--- config.mk ---
export PLATFORM = sky130hd
export DESIGN_NAME = tlpt_queue
export DESIGN_NICKNAME = d
export VERILOG_FILES = /design/src/rtl/two_level_page_table_engine_top_assert.svh /design/src/rtl/tlpt_pkg.sv /design/src/rtl/tlpt_queue.sv
export SDC_FILE = /design/constraint.sdc
export NUM_CORES = 1
export LEC_CHECK = 0
export BUFFER_PORTS_ARGS = -buffer_cell sky130_fd_sc_hd__buf_2
export CAP_MARGIN = 0
export CORE_MARGIN = 10
export CORE_UTILIZATION = 48
export CTS_BUF_LIST = sky130_fd_sc_hd__clkbuf_2
export DETAILED_ROUTE_END_ITERATION = 7
export PLACE_DENSITY = 0.74
export SLEW_MARGIN = 25
export SYNTH_ARGS = -nofsm -noshare
export SYNTH_HDL_FRONTEND = slang
export SYNTH_SLANG_ARGS = --single-unit
--- constraint.sdc ---
create_clock -name clk_i -period 6.85 [get_ports clk_i]
set_clock_uncertainty 0.05 [all_clocks]
set_input_delay 0.3425 -clock clk_i [delete_from_list [all_inputs] [get_ports clk_i]]
set_output_delay 0.3425 -clock clk_i [all_outputs]
set_load 0.05 [all_outputs]
--- src/rtl/two_level_page_table_engine_top_assert.svh ---
// assertion macros for the page table engine
`ifndef TWO_LEVEL_PAGE_TABLE_ENGINE_TOP_ASSERT_SVH
`define TWO_LEVEL_PAGE_TABLE_ENGINE_TOP_ASSERT_SVH
// implication checked every cycle outside reset
`define TLPT_ASSERT_IMP(lbl, ante, cons) \
  lbl: assert property (@(posedge clk_i) disable iff (!rst_ni) (ante) |-> (cons)) \
    else $error("assertion failed");
// next-cycle implication
`define TLPT_ASSERT_NXT(lbl, ante, cons) \
  lbl: assert property (@(posedge clk_i) disable iff (!rst_ni) (ante) |=> (cons)) \
    else $error("assertion failed");
`endif

--- src/rtl/tlpt_pkg.sv ---
// ----------------------------------------------------------------------------
// tlpt_pkg
// types and constants shared by the page table engine
// ----------------------------------------------------------------------------
package tlpt_pkg;
  localparam int unsigned DirEntries   = 1024;
  localparam int unsigned TableEntries = 1024;
  localparam int unsigned PoolTables   = 256;
  localparam int unsigned DirIdxW      = 10;
  localparam int unsigned TblIdxW      = 10;
  localparam int unsigned PoolIdxW     = 8;
  localparam int unsigned CountW       = 9;
  localparam int unsigned QueueDepth   = 2;
  localparam int unsigned WmapWords    = PoolTables * TableEntries / 32;
  localparam int unsigned WmapIdxW     = 13;

  localparam logic [1:0] CmdMap       = 2'd0;
  localparam logic [1:0] CmdUnmap     = 2'd1;
  localparam logic [1:0] CmdTranslate = 2'd2;
  localparam logic [1:0] CmdReserved  = 2'd3;

  localparam logic [1:0] StOk        = 2'd0;
  localparam logic [1:0] StExhausted = 2'd1;
  localparam logic [1:0] StNotMapped = 2'd2;

  typedef struct packed {
    logic [1:0]  command;
    logic [31:0] virt_addr;
    logic [31:0] phys_addr;
    logic [11:0] page_flags;
  } req_t;

  typedef struct packed {
    logic [31:0] translated_addr;
    logic [1:0]  status;
    logic [8:0]  tables_in_use;
  } rsp_t;

  // classified operation handed from front to back
  typedef struct packed {
    logic                op_write;   // store an entry
    logic                op_read;    // translate
    logic                nop;        // no table access
    logic [1:0]          status;
    logic [PoolIdxW-1:0] table_no;
    logic [TblIdxW-1:0]  tbl_idx;
    logic [11:0]         offset;
    logic [31:0]         pte;
    logic                fresh;      // table newly allocated
    logic [CountW-1:0]   count;
  } op_t;
endpackage

--- src/rtl/tlpt_queue.sv ---
// ----------------------------------------------------------------------------
// tlpt_queue
// short queue between front and back
// ----------------------------------------------------------------------------
module tlpt_queue (
  input  logic          clk_i,
  input  logic          rst_ni,
  input  tlpt_pkg::op_t in_i,
  input  logic          in_valid_i,
  output logic          in_ready_o,
  output tlpt_pkg::op_t out_o,
  output logic          out_valid_o,
  input  logic          out_ready_i
);
  import tlpt_pkg::*;

  op_t mem_q [QueueDepth];
  logic wp_q, rp_q;
  logic [1:0] cnt_q;
  logic push, pop;

  assign in_ready_o  = cnt_q != 2'(QueueDepth);
  assign out_valid_o = cnt_q != 2'd0;
  assign out_o = mem_q[rp_q];
  assign push = in_valid_i && in_ready_o;
  assign pop  = out_valid_o && out_ready_i;

  always_ff @(posedge clk_i) begin
    if (push) mem_q[wp_q] <= in_i;
  end

  always_ff @(posedge clk_i or negedge rst_ni) begin
    if (!rst_ni) begin
      wp_q <= 1'b0;
      rp_q <= 1'b0;
      cnt_q <= '0;
    end else begin
      if (push) wp_q <= !wp_q;
      if (pop) rp_q <= !rp_q;
      cnt_q <= cnt_q + {1'b0, push} - {1'b0, pop};
    end
  end
endmodule

==> impl_results.md, run 1 <==
- Chip Height: 130.5 um
- Fin worst setup slack: 3.971 ns
- Fillers: 786
- CP arrival: 2.49 ns
- Mean area per synthesized cell: 22.36 um^2
- Mux cell area share after synthesis: 16.08%
- Tightest Hold Check Type: in2reg
- Placed cell area: 0.006819 mm^2
- Top post-synthesis cells by area: edfxtp_1, mux2_2, mux2_4
- First-pass GRT wire length: 18,600 um
- Antenna Nets Post-Route: 0
- Register area share after synthesis: 80.65%
- H-tree lvl count: 4
- Crit path capture: out_o[6]
- R2R depth: 4
- Clock Sink Count: 158
- RSZ-0062 raised after global routing: no
- Leak: 3.060 nW
- Setup TNS: 0 ns
- IO Port Bufs: 159
- Buffers and inverters on the worst path: 2
- Post-synthesis adder-cell area fraction: 0.2136%
- Fin crit share: 42.03%
- Tmin final: 2.879 ns
- #FFs+latches synth: 158
- Layout cells sized above 1: 52.08%
- Vias in the first global route: 3,617
- Largest family of logic cells by synthesized area: multiplexers
- Core Area: 0.01196 mm^2
- Total length of routed met2 wires: 6404 um
- Via Count: 3,279
- FMAX: 347.3 MHz
- Clk Latency, worst-skew pair: 0.71 ns
- Rows: 40
- Max-slew violations: 0
- Yosys top cell by area: edfxtp_1
- Routed WL: 12,260 um
- Post-synth top area share: 78.94%
- Synth warn: 0
- CP Launch Point: rp_q
- CP Depth: 3
- Final hold vios: 0
- Synth Area in XOR/XNOR: 0.4485%
- GRT Overall Usage: 14.63%
- Starting Density: 48.97%
- Finished Cell Area: 0.007919 mm^2
- Root buffer cell: clkbuf_2
- Worst EP required: 6.46 ns
- Post-CTS resize count: 0
- # setup viols final: 0
- Most common cell after layout, fill and taps aside: buf_2
- Largest net degree at the start of global routing: 78
- Simple-Gate Fraction of Synth Area: 1.004%
- Placer Congestion: 0.6997
- CP endpoint kind: output pin
- Cell area after synthesis: 0.005858 mm^2
- Worst-margin pin slew: 0.9016 ns
- Crit-path max FO: 42
- Top-level I/O count: 160
- Initial antenna violation count: 1
- DRC Markers: 0
- TritonRoute pass-1 iters: 4
- Final core utilization: 66.20%
- Most frequent cells in the layout: buf_2, edfxtp_1, dlygate4sd3_1, mux2_2, mux2_4
- Startpoint types: register
- Placed wire-length estimate: 7586 um
- Status: completed
- PwrDens: 449.5 mW/mm^2
- Die X: 130.5 um
- Distinct cell type count after synthesis: 19
- Num CTS Buffers: 17
- CP top delay family: flip-flops
- VDD IR max: 464.2 uV
- WL per Instance: 18.14 um
- Slew margin rel.: 39.75%
- Clock buffer depth: 2
- CTS tree: done
- Die ar.: 0.01702 mm^2
- Slowest cell delay on critical path: 0.82 ns
- Metal3 WL: 973 um
- Mapped Nets: 344
- Reg2Reg Setup Slack: 4.20 ns
- Post-Synthesis Cells: 262
- Synth Area in Compound Gates: 0.4058%
- Crit-path cells: buf_16 > mux2_2 > buf_2
- Nets: 597
- WL met1: 4648 um
- Max layer used: met4
- R2R Path End: mem_q[0][27]
- R2R Path Start: cnt_q[0]
- GRT overflow: 0
- Area delta synth->final: 35.18%
- Kind of critical path: reg2out
- Worst slack at placement: 4.218 ns
- Worst-path clk slew: 0.23 ns
- Max-cap check violation count: 0
- Number of vias per cell: 4.851
- DRC marker count from the first detailed-route iteration: 155
- CP max-delay cell: dfrtp_4
## flip-flops by register name, indices dropped and copies added, names as in the netlist
signal	cells
wp_q	1
rp_q	1
cnt_q	2
mem_q	154
## worst min-delay path by stage
stage,from,end,cells past startpoint
after floorplan,rst_ni,cnt_q[0],0
after global placement,rst_ni,cnt_q[0],1
after detailed placement,rst_ni,cnt_q[1],1
after CTS,in_i[20],mem_q[1][20],2
after global routing,in_i[69],mem_q[0][69],2
final,in_i[69],mem_q[0][69],2
## repair_timing
action                                  in CTS  in global routing
setup buffers                                0                  0
hold buffers                                81                  0
endpoints found under the hold margin      162                  0
endpoints found under the setup margin       0                  0
## report_power, final
part	leakage [nW]	internal [W]	switching (W)
Combinational	1.42	0.000483	0.00112
Sequential	1.48	0.00132	0.000100
Clock	0.157	0.000238	0.000302
## kinds of logic (layout without fill, tap and decap cells)
logic type	after synthesis	count (layout)
adder cells (fa/ha/maj)	1	1
XOR/XNOR	3	3
flip-flops	158	158
AO/OA/AOI/OAI	3	3
AND/OR/NAND/NOR	11	11
buffers and inverters	9	275
multiplexers	77	77
other	0	1
## metal layers
| layer | track usage (%) | vias up |
|---|---|---|
| met4 | 6.409 | 0 |
| met5 | 0 | - |
| met2 | 25.49 | 116 |
| met1 | 15.18 | 1595 |
| met3 | 6.124 | 21 |
| li1 | - | 1547 |
## synth_stat cells
| cell type | number |
|---|---|
| mux2_4 | 20 |
| nor2b_1 | 1 |
| a311oi_1 | 1 |
| nor2_1 | 3 |
| nand2b_1 | 1 |
| edfxtp_1 | 154 |
| mux2_2 | 57 |
| nor4bb_1 | 1 |
| buf_6 | 4 |
| dfrtp_1 | 4 |
| and3_1 | 1 |
| ha_1 | 1 |
| o21ba_2 | 1 |
| or2_2 | 1 |
| xnor2_1 | 3 |
| nand2_1 | 2 |
| buf_2 | 5 |
| nand3_1 | 1 |
| o21ai_0 | 1 |
## stage by stage
stage | hold WS [ns] | total power (W) | cells
2_1_floorplan | -0.003091 | 0.002692 | 262
3_3_place_gp | 0.1014 | 0.002974 | 560
3_5_place_dp | 0.1042 | 0.003017 | 561
4_1_cts | 0.2056 | 0.003594 | 674
5_1_grt | 0.2085 | 0.003719 | 675
6_report | 0.2897 | 0.003560 | 676
## final cells by class
| cell class | count | area, um^2 | share of cell area, % |
|---|---|---|---|
| Sequential cell | 158 | 4728 | 59.71 |
| Timing Repair Buffer | 243 | 1662 | 20.98 |
| Multi-Input combinational cell | 95 | 1076 | 13.59 |
| Tap cell | 147 | 183.9 | 2.323 |
| Clock inverter | 13 | 171.4 | 2.165 |
| Clock buffer | 19 | 95.09 | 1.201 |
| Antenna cell | 1 | 2.502 | 0.03160 |
Note: power is estimated with default switching activity, not from simulation.
==> run 2, diff against run 1 <==
- clock period: 6.85 -> 2.85 ns (I/O delays scaled with it)
==> run 2 against run 1 <==
Compared with the run above:
- routed wire length grew 0.51%
- flip-flop and latch count is the same
- cell count grew 0.74%
- core utilization grew 0.19 points
- largest cell class unchanged
- largest power group unchanged
- clock-buffer cell count grew 5
- clock power grew 120%
- hold slack lost 0.20 ns
- critical path type unchanged
==> impl_results.md, run 2 (same netlist as run 1, synthesis figures left out) <==
- Worst-margin pin slew: 0.5953 ns
- First-pass GRT wire length: 18,990 um
- Final hold vios: 0
- Max-cap check violation count: 0
- VDD IR max: 760.6 uV
- Die X: 130.5 um
- Largest net degree at the start of global routing: 52
- GRT overflow: 0
- DRC marker count from the first detailed-route iteration: 182
- Worst slack at placement: 0.9269 ns
- Hold path start: in_i[71]
- Largest regs: mem_q (154), cnt_q (2)
- Kind of critical path: reg2out
- Tightest Hold Check Type: in2reg
- Tmin final: 2.610 ns
- H-tree lvl count: 4
- TritonRoute pass-1 iters: 4
- Number of vias per cell: 4.852
- Core Area: 0.01196 mm^2
- Initial antenna violation count: 0
- Antenna Nets Post-Route: 0
- Crit-path max FO: 36
- Routed WL: 12,320 um
- Top-level I/O count: 160
- Clk Latency, worst-skew pair: 0.67 ns
- Most common cell after layout, fill and taps aside: buf_2
- Leak: 3.088 nW
- CP Launch Point: rp_q
- Status: completed
- Fin worst setup slack: 0.2398 ns
- R2R Path End: mem_q[1][61]
- PwrDens: 1065 mW/mm^2
- Most frequent cells in the layout: buf_2, edfxtp_1, dlygate4sd3_1, mux2_2, clkbuf_2
- Fillers: 808
- RSZ-0062 raised after global routing: no
- Max-slew violations: 0
- DRC Markers: 0
- GRT Overall Usage: 14.87%
- Num CTS Buffers: 17
- Placed Cells: 564
- Placer Congestion: 0.6975
- Max reg flops: 154
- Startpoint types: register
- Post-route insts no fill: 681
- Starting Density: 48.97%
- Layout cells sized above 1: 51.87%
- Vias in the first global route: 3,692
- # setup viols final: 0
- CTS tree: done
- Nets: 604
- Worst Hold Depth: 2
- IO Port Bufs: 159
- Reg2Reg Setup Slack: 1.00 ns
- Top reg by flops: mem_q
- Setup TNS: 0 ns
- Via Count: 3,304
- FMAX: 383.1 MHz
- Clock Sink Count: 158
- Chip Height: 130.5 um
- Die ar.: 0.01702 mm^2
- Placed wire-length estimate: 7867 um
- R2R depth: 3
- WL per Instance: 18.10 um
- Fin crit share: 91.59%
- Root buffer cell: clkbuf_2
- CP endpoint kind: output pin
- Area delta synth->final: 35.56%
- Clock buffer depth: 2
- WHS Endpoint: mem_q[0][71]
- Setup repair bufs after CTS: 0
- R2R Path Start: cnt_q[0]
- Rows: 40
- Slew margin rel.: 60.31%
- N_diodes: 0
- Worst-path clk slew: 0.21 ns
- Worst EP required: 2.66 ns
- CP arrival: 2.42 ns
-- run 2: worst max path at each step --
stage                        endpoint  slack [ns]
after detailed placement    out_o[69]        0.93
after global placement      out_o[73]        0.97
final                       out_o[70]        0.24
after global routing        out_o[69]       0.004
after CTS                    out_o[2]        0.09
after floorplan           mem_q[0][0]        0.14
-- run 2: stage by stage --
stage / hold WS, ns / total power, W / utilization (%) / instance area (um^2)
2_1_floorplan: -0.2031 / 0.006440 / - / 5867
3_3_place_gp: -0.09382 / 0.007208 / 57.24 / 6847
3_5_place_dp: -0.09405 / 0.007272 / 57.24 / 6847
4_1_cts: 0.01698 / 0.008552 / 65.97 / 7891
5_1_grt: -0.004366 / 0.008860 / 66.39 / 7941
6_report: 0.09467 / 0.008459 / 66.39 / 7941
-- run 2: critical path: stages (launching register included) --
cell,delay (ns)
dfrtp_4,0.78
buf_4,0.37
mux2_2,0.37
buf_2,0.22
-- run 2: layout make-up --
| cell class | instances | area (um^2) | share of cell area [%] |
|---|---|---|---|
| multi-input cells | 95 | 1076 | 13.55 |
| repair buffers | 250 | 1719 | 21.65 |
| clock buffers | 24 | 120.1 | 1.513 |
| well taps | 147 | 183.9 | 2.316 |
| flip-flops and latches | 158 | 4728 | 59.54 |
| clock inverters | 7 | 113.9 | 1.434 |
-- run 2: layer usage --
layer	up-vias	track usage (%)	share of wire (%)
li1	1563	-	-
met2	130	25.28	51
met4	0	5.167	1.1
met5	-	0	0
met1	1599	15.66	38
met3	12	7.534	9.8
-- run 2: timing repair --
item                                   in CTS  in global routing
hold buffers                               81                  5
resized for setup                           0                  0
endpoints found under the hold margin     188                  9
-- run 2: where the power goes --
part / total [W] / internal [W] / switching, W / leakage, nW
sequential: 0.00340 / 0.00317 / 0.000232 / 1.48
combinational: 0.00386 / 0.00117 / 0.00269 / 1.45
clock: 0.00120 / 0.000508 / 0.000693 / 0.158
==> run 3, diff against run 2 <==
- ABC_AREA: not set -> 1
==> run 3 against run 2 <==
Compared with the run above:
- combinational power rose by 12%
- sequential share of layout area increased by 1.1 points
- sequential power fell by 3%
- routed wire length up 8.2%
- register-to-register slack gained 0.03 ns
- worst setup slack improved by 0.11 ns
- critical endpoint is now out_o[11]
- largest cell class unchanged
- critical path depth up 1
- final area decreased by 1.8%
- clock-buffer cell count is 6 lower
==> impl_results.md, run 3 <==
- Status: completed
- Distinct cell type count after synthesis: 14
- Core Area: 0.01196 mm^2
- Nets: 765
- GRT Overall Usage: 16.00%
- Register area share after synthesis: 80.98%
- Kind of critical path: reg2out
- Mapped Nets: 516
- H-tree lvl count: 4
- Clock Sink Count: 158
- Final core utilization: 65.20%
- CTS Hold Bufs: 81
- Max-slew violations: 0
- R2R depth: 5
- EDFF count, synth: 154
- R2R Path End: mem_q[1][10]
- Number of vias per cell: 4.769
- CP endpoint kind: output pin
- Final hold vios: 0
- Cell area after synthesis: 0.005834 mm^2
- Area occupied by registers: 0.004726 mm^2
- Vias in the first global route: 4,202
- Root buffer cell: clkbuf_2
- Die ar.: 0.01697 mm^2
- Post-CTS resize count: 0
- CTS tree: done
- TritonRoute pass-1 iters: 5
- Clk Latency, worst-skew pair: 0.72 ns
- Largest net degree at the start of global routing: 79
- First-pass GRT wire length: 20,790 um
- VDD IR max: 691.5 uV
- #FFs+latches synth: 158
- Num CTS Buffers: 17
- DRC marker count from the first detailed-route iteration: 278
- Tightest Hold Check Type: in2reg
- Post-synth top flop: edfxtp_1
- Most common cell in the synthesized netlist: nand2_1
- Slew margin rel.: 46.96%
- Max reg flops: 154
- Tmin final: 2.501 ns
- Most common cell after layout, fill and taps aside: nand2_1
- Routed WL: 13,330 um
- CP arrival: 2.31 ns
- Most frequent cells in the layout: nand2_1, buf_2, edfxtp_1, dlygate4sd3_1, clkbuf_2
- Reg2Reg Setup Slack: 1.03 ns
- Starting Density: 48.78%
- Antenna Nets Post-Route: 0
- Worst-margin pin slew: 0.7956 ns
- Multi-input logic area: 975.9 um^2
- Post-synth top area share: 79.26%
- PwrDens: 1121 mW/mm^2
- IO Port Bufs: 159
- Fillers: 896
- Top post-synthesis cells by area: edfxtp_1, nand2_1, dfrtp_1
- Leak: 3.391 nW
- Yosys top cell by area: edfxtp_1
- CP Launch Point: rp_q
- Hold WS: 0.07385 ns
- Max-cap check violation count: 0
- RSZ-0062 raised after global routing: no
- Crit-path max FO: 78
- Startpoint types: register
- Area delta synth->final: 33.67%
- Top reg by flops: mem_q
- Clock buffer depth: 2
- Fin crit share: 87.75%
- Die X: 130.3 um
- Synth warn: 0
- Crit path capture: out_o[11]
- Layout cells sized above 1: 28.16%
- Chip Height: 130.3 um
- FMAX: 399.9 MHz
- Placed wire-length estimate: 8278 um
- Power Total: 0.008741 W
- Worst EP required: 2.66 ns
- Top-level I/O count: 160
- R2R Path Start: cnt_q[0]
- WL per Instance: 15.79 um
- Setup TNS: 0 ns
- Worst-path clk slew: 0.21 ns
- Mean area per synthesized cell: 13.44 um^2
- DRC Markers: 0
- FFs w/ async S/R, synth: 2.532%
- Via Count: 4,025
- Post-Synthesis Cells: 434
- GRT overflow: 0
- Setup repair bufs after CTS: 0
- Rows: 40
- Post-synth top cells: nand2_1, edfxtp_1, buf_2, inv_1
- Initial antenna violation count: 1
- Placer Congestion: 0.7248
- # setup viols final: 0
- Largest regs: mem_q (154), cnt_q (2)
## run 3: changes by cell type after synthesis, moves of 2 or more
cell,before,now
mux2_2,57,0
mux2_4,20,0
buf_2,5,9
inv_1,0,7
nand2_1,2,240
xnor2_1,3,0
nor2_1,3,5
buf_4,0,5
## run 3: critical path: stages, from the launching register on
cell     delay, ns
dfrtp_2       0.47
inv_4         0.57
nand2_1       0.13
nand2_1       0.13
buf_2         0.28
## run 3: cell families (layout without fill, tap and decap cells)
family / count (synthesis) / in the layout / share of synthesized area (%)
adder cells (fa/ha/maj): 1 / 1 / 0.2144
buffers and inverters: 25 / 287 / 2.552
XOR/XNOR: 1 / 1 / 0.1501
AND/OR/NAND/NOR: 247 / 247 / 15.93
AO/OA/AOI/OAI: 2 / 2 / 0.1714
other: 0 / 1 / 0
flip-flops: 158 / 158 / 80.98
## run 3: per-layer routing
metal  part of all wire, %  vias up  track usage [%]
li1                      -     1957                -
met1                    37     1885            17.00
met4                   3.3        0            9.127
met3                   7.3       36            5.233
met2                    53      147            27.44
met5                     0        -                0
## run 3: how the worst min path moves through the flow
stage / from / depth (start not counted) / end
floorplan: rst_ni / 0 / cnt_q[0]
global placement: rst_ni / 1 / cnt_q[0]
detailed placement: rst_ni / 1 / cnt_q[0]
CTS: in_i[9] / 2 / mem_q[0][9]
global route: in_i[8] / 2 / mem_q[0][8]
finish: in_i[8] / 2 / mem_q[1][8]
## run 3: area by class of cell
class                   instances  share of cell area [%]
flip-flops and latches        158                   60.60
clock inverters                14                   1.620
multi-input cells             251                   12.51
well taps                     147                   2.358
diodes                          1                 0.03209
inverters                       8                  0.4171
clock buffers                  18                   1.155
repair buffers                247                   21.31
## run 3: where the power goes
| group | switching, W | internal (W) |
|---|---|---|
| registers | 0.000135 | 0.00316 |
| clock network | 0.000724 | 0.000388 |
| logic | 0.00348 | 0.000848 |
| total | 0.00434 | 0.00440 |
## run 3: metrics by stage
step,std cells,area [um^2],setup slack [ns]
final,844,7799,0.3491
after global routing,844,7799,0.1229
after CTS,842,7786,0.2759
after detailed placement,729,6759,1.076
after global placement,729,6759,1.132
after floorplan,434,5839,-0.6999
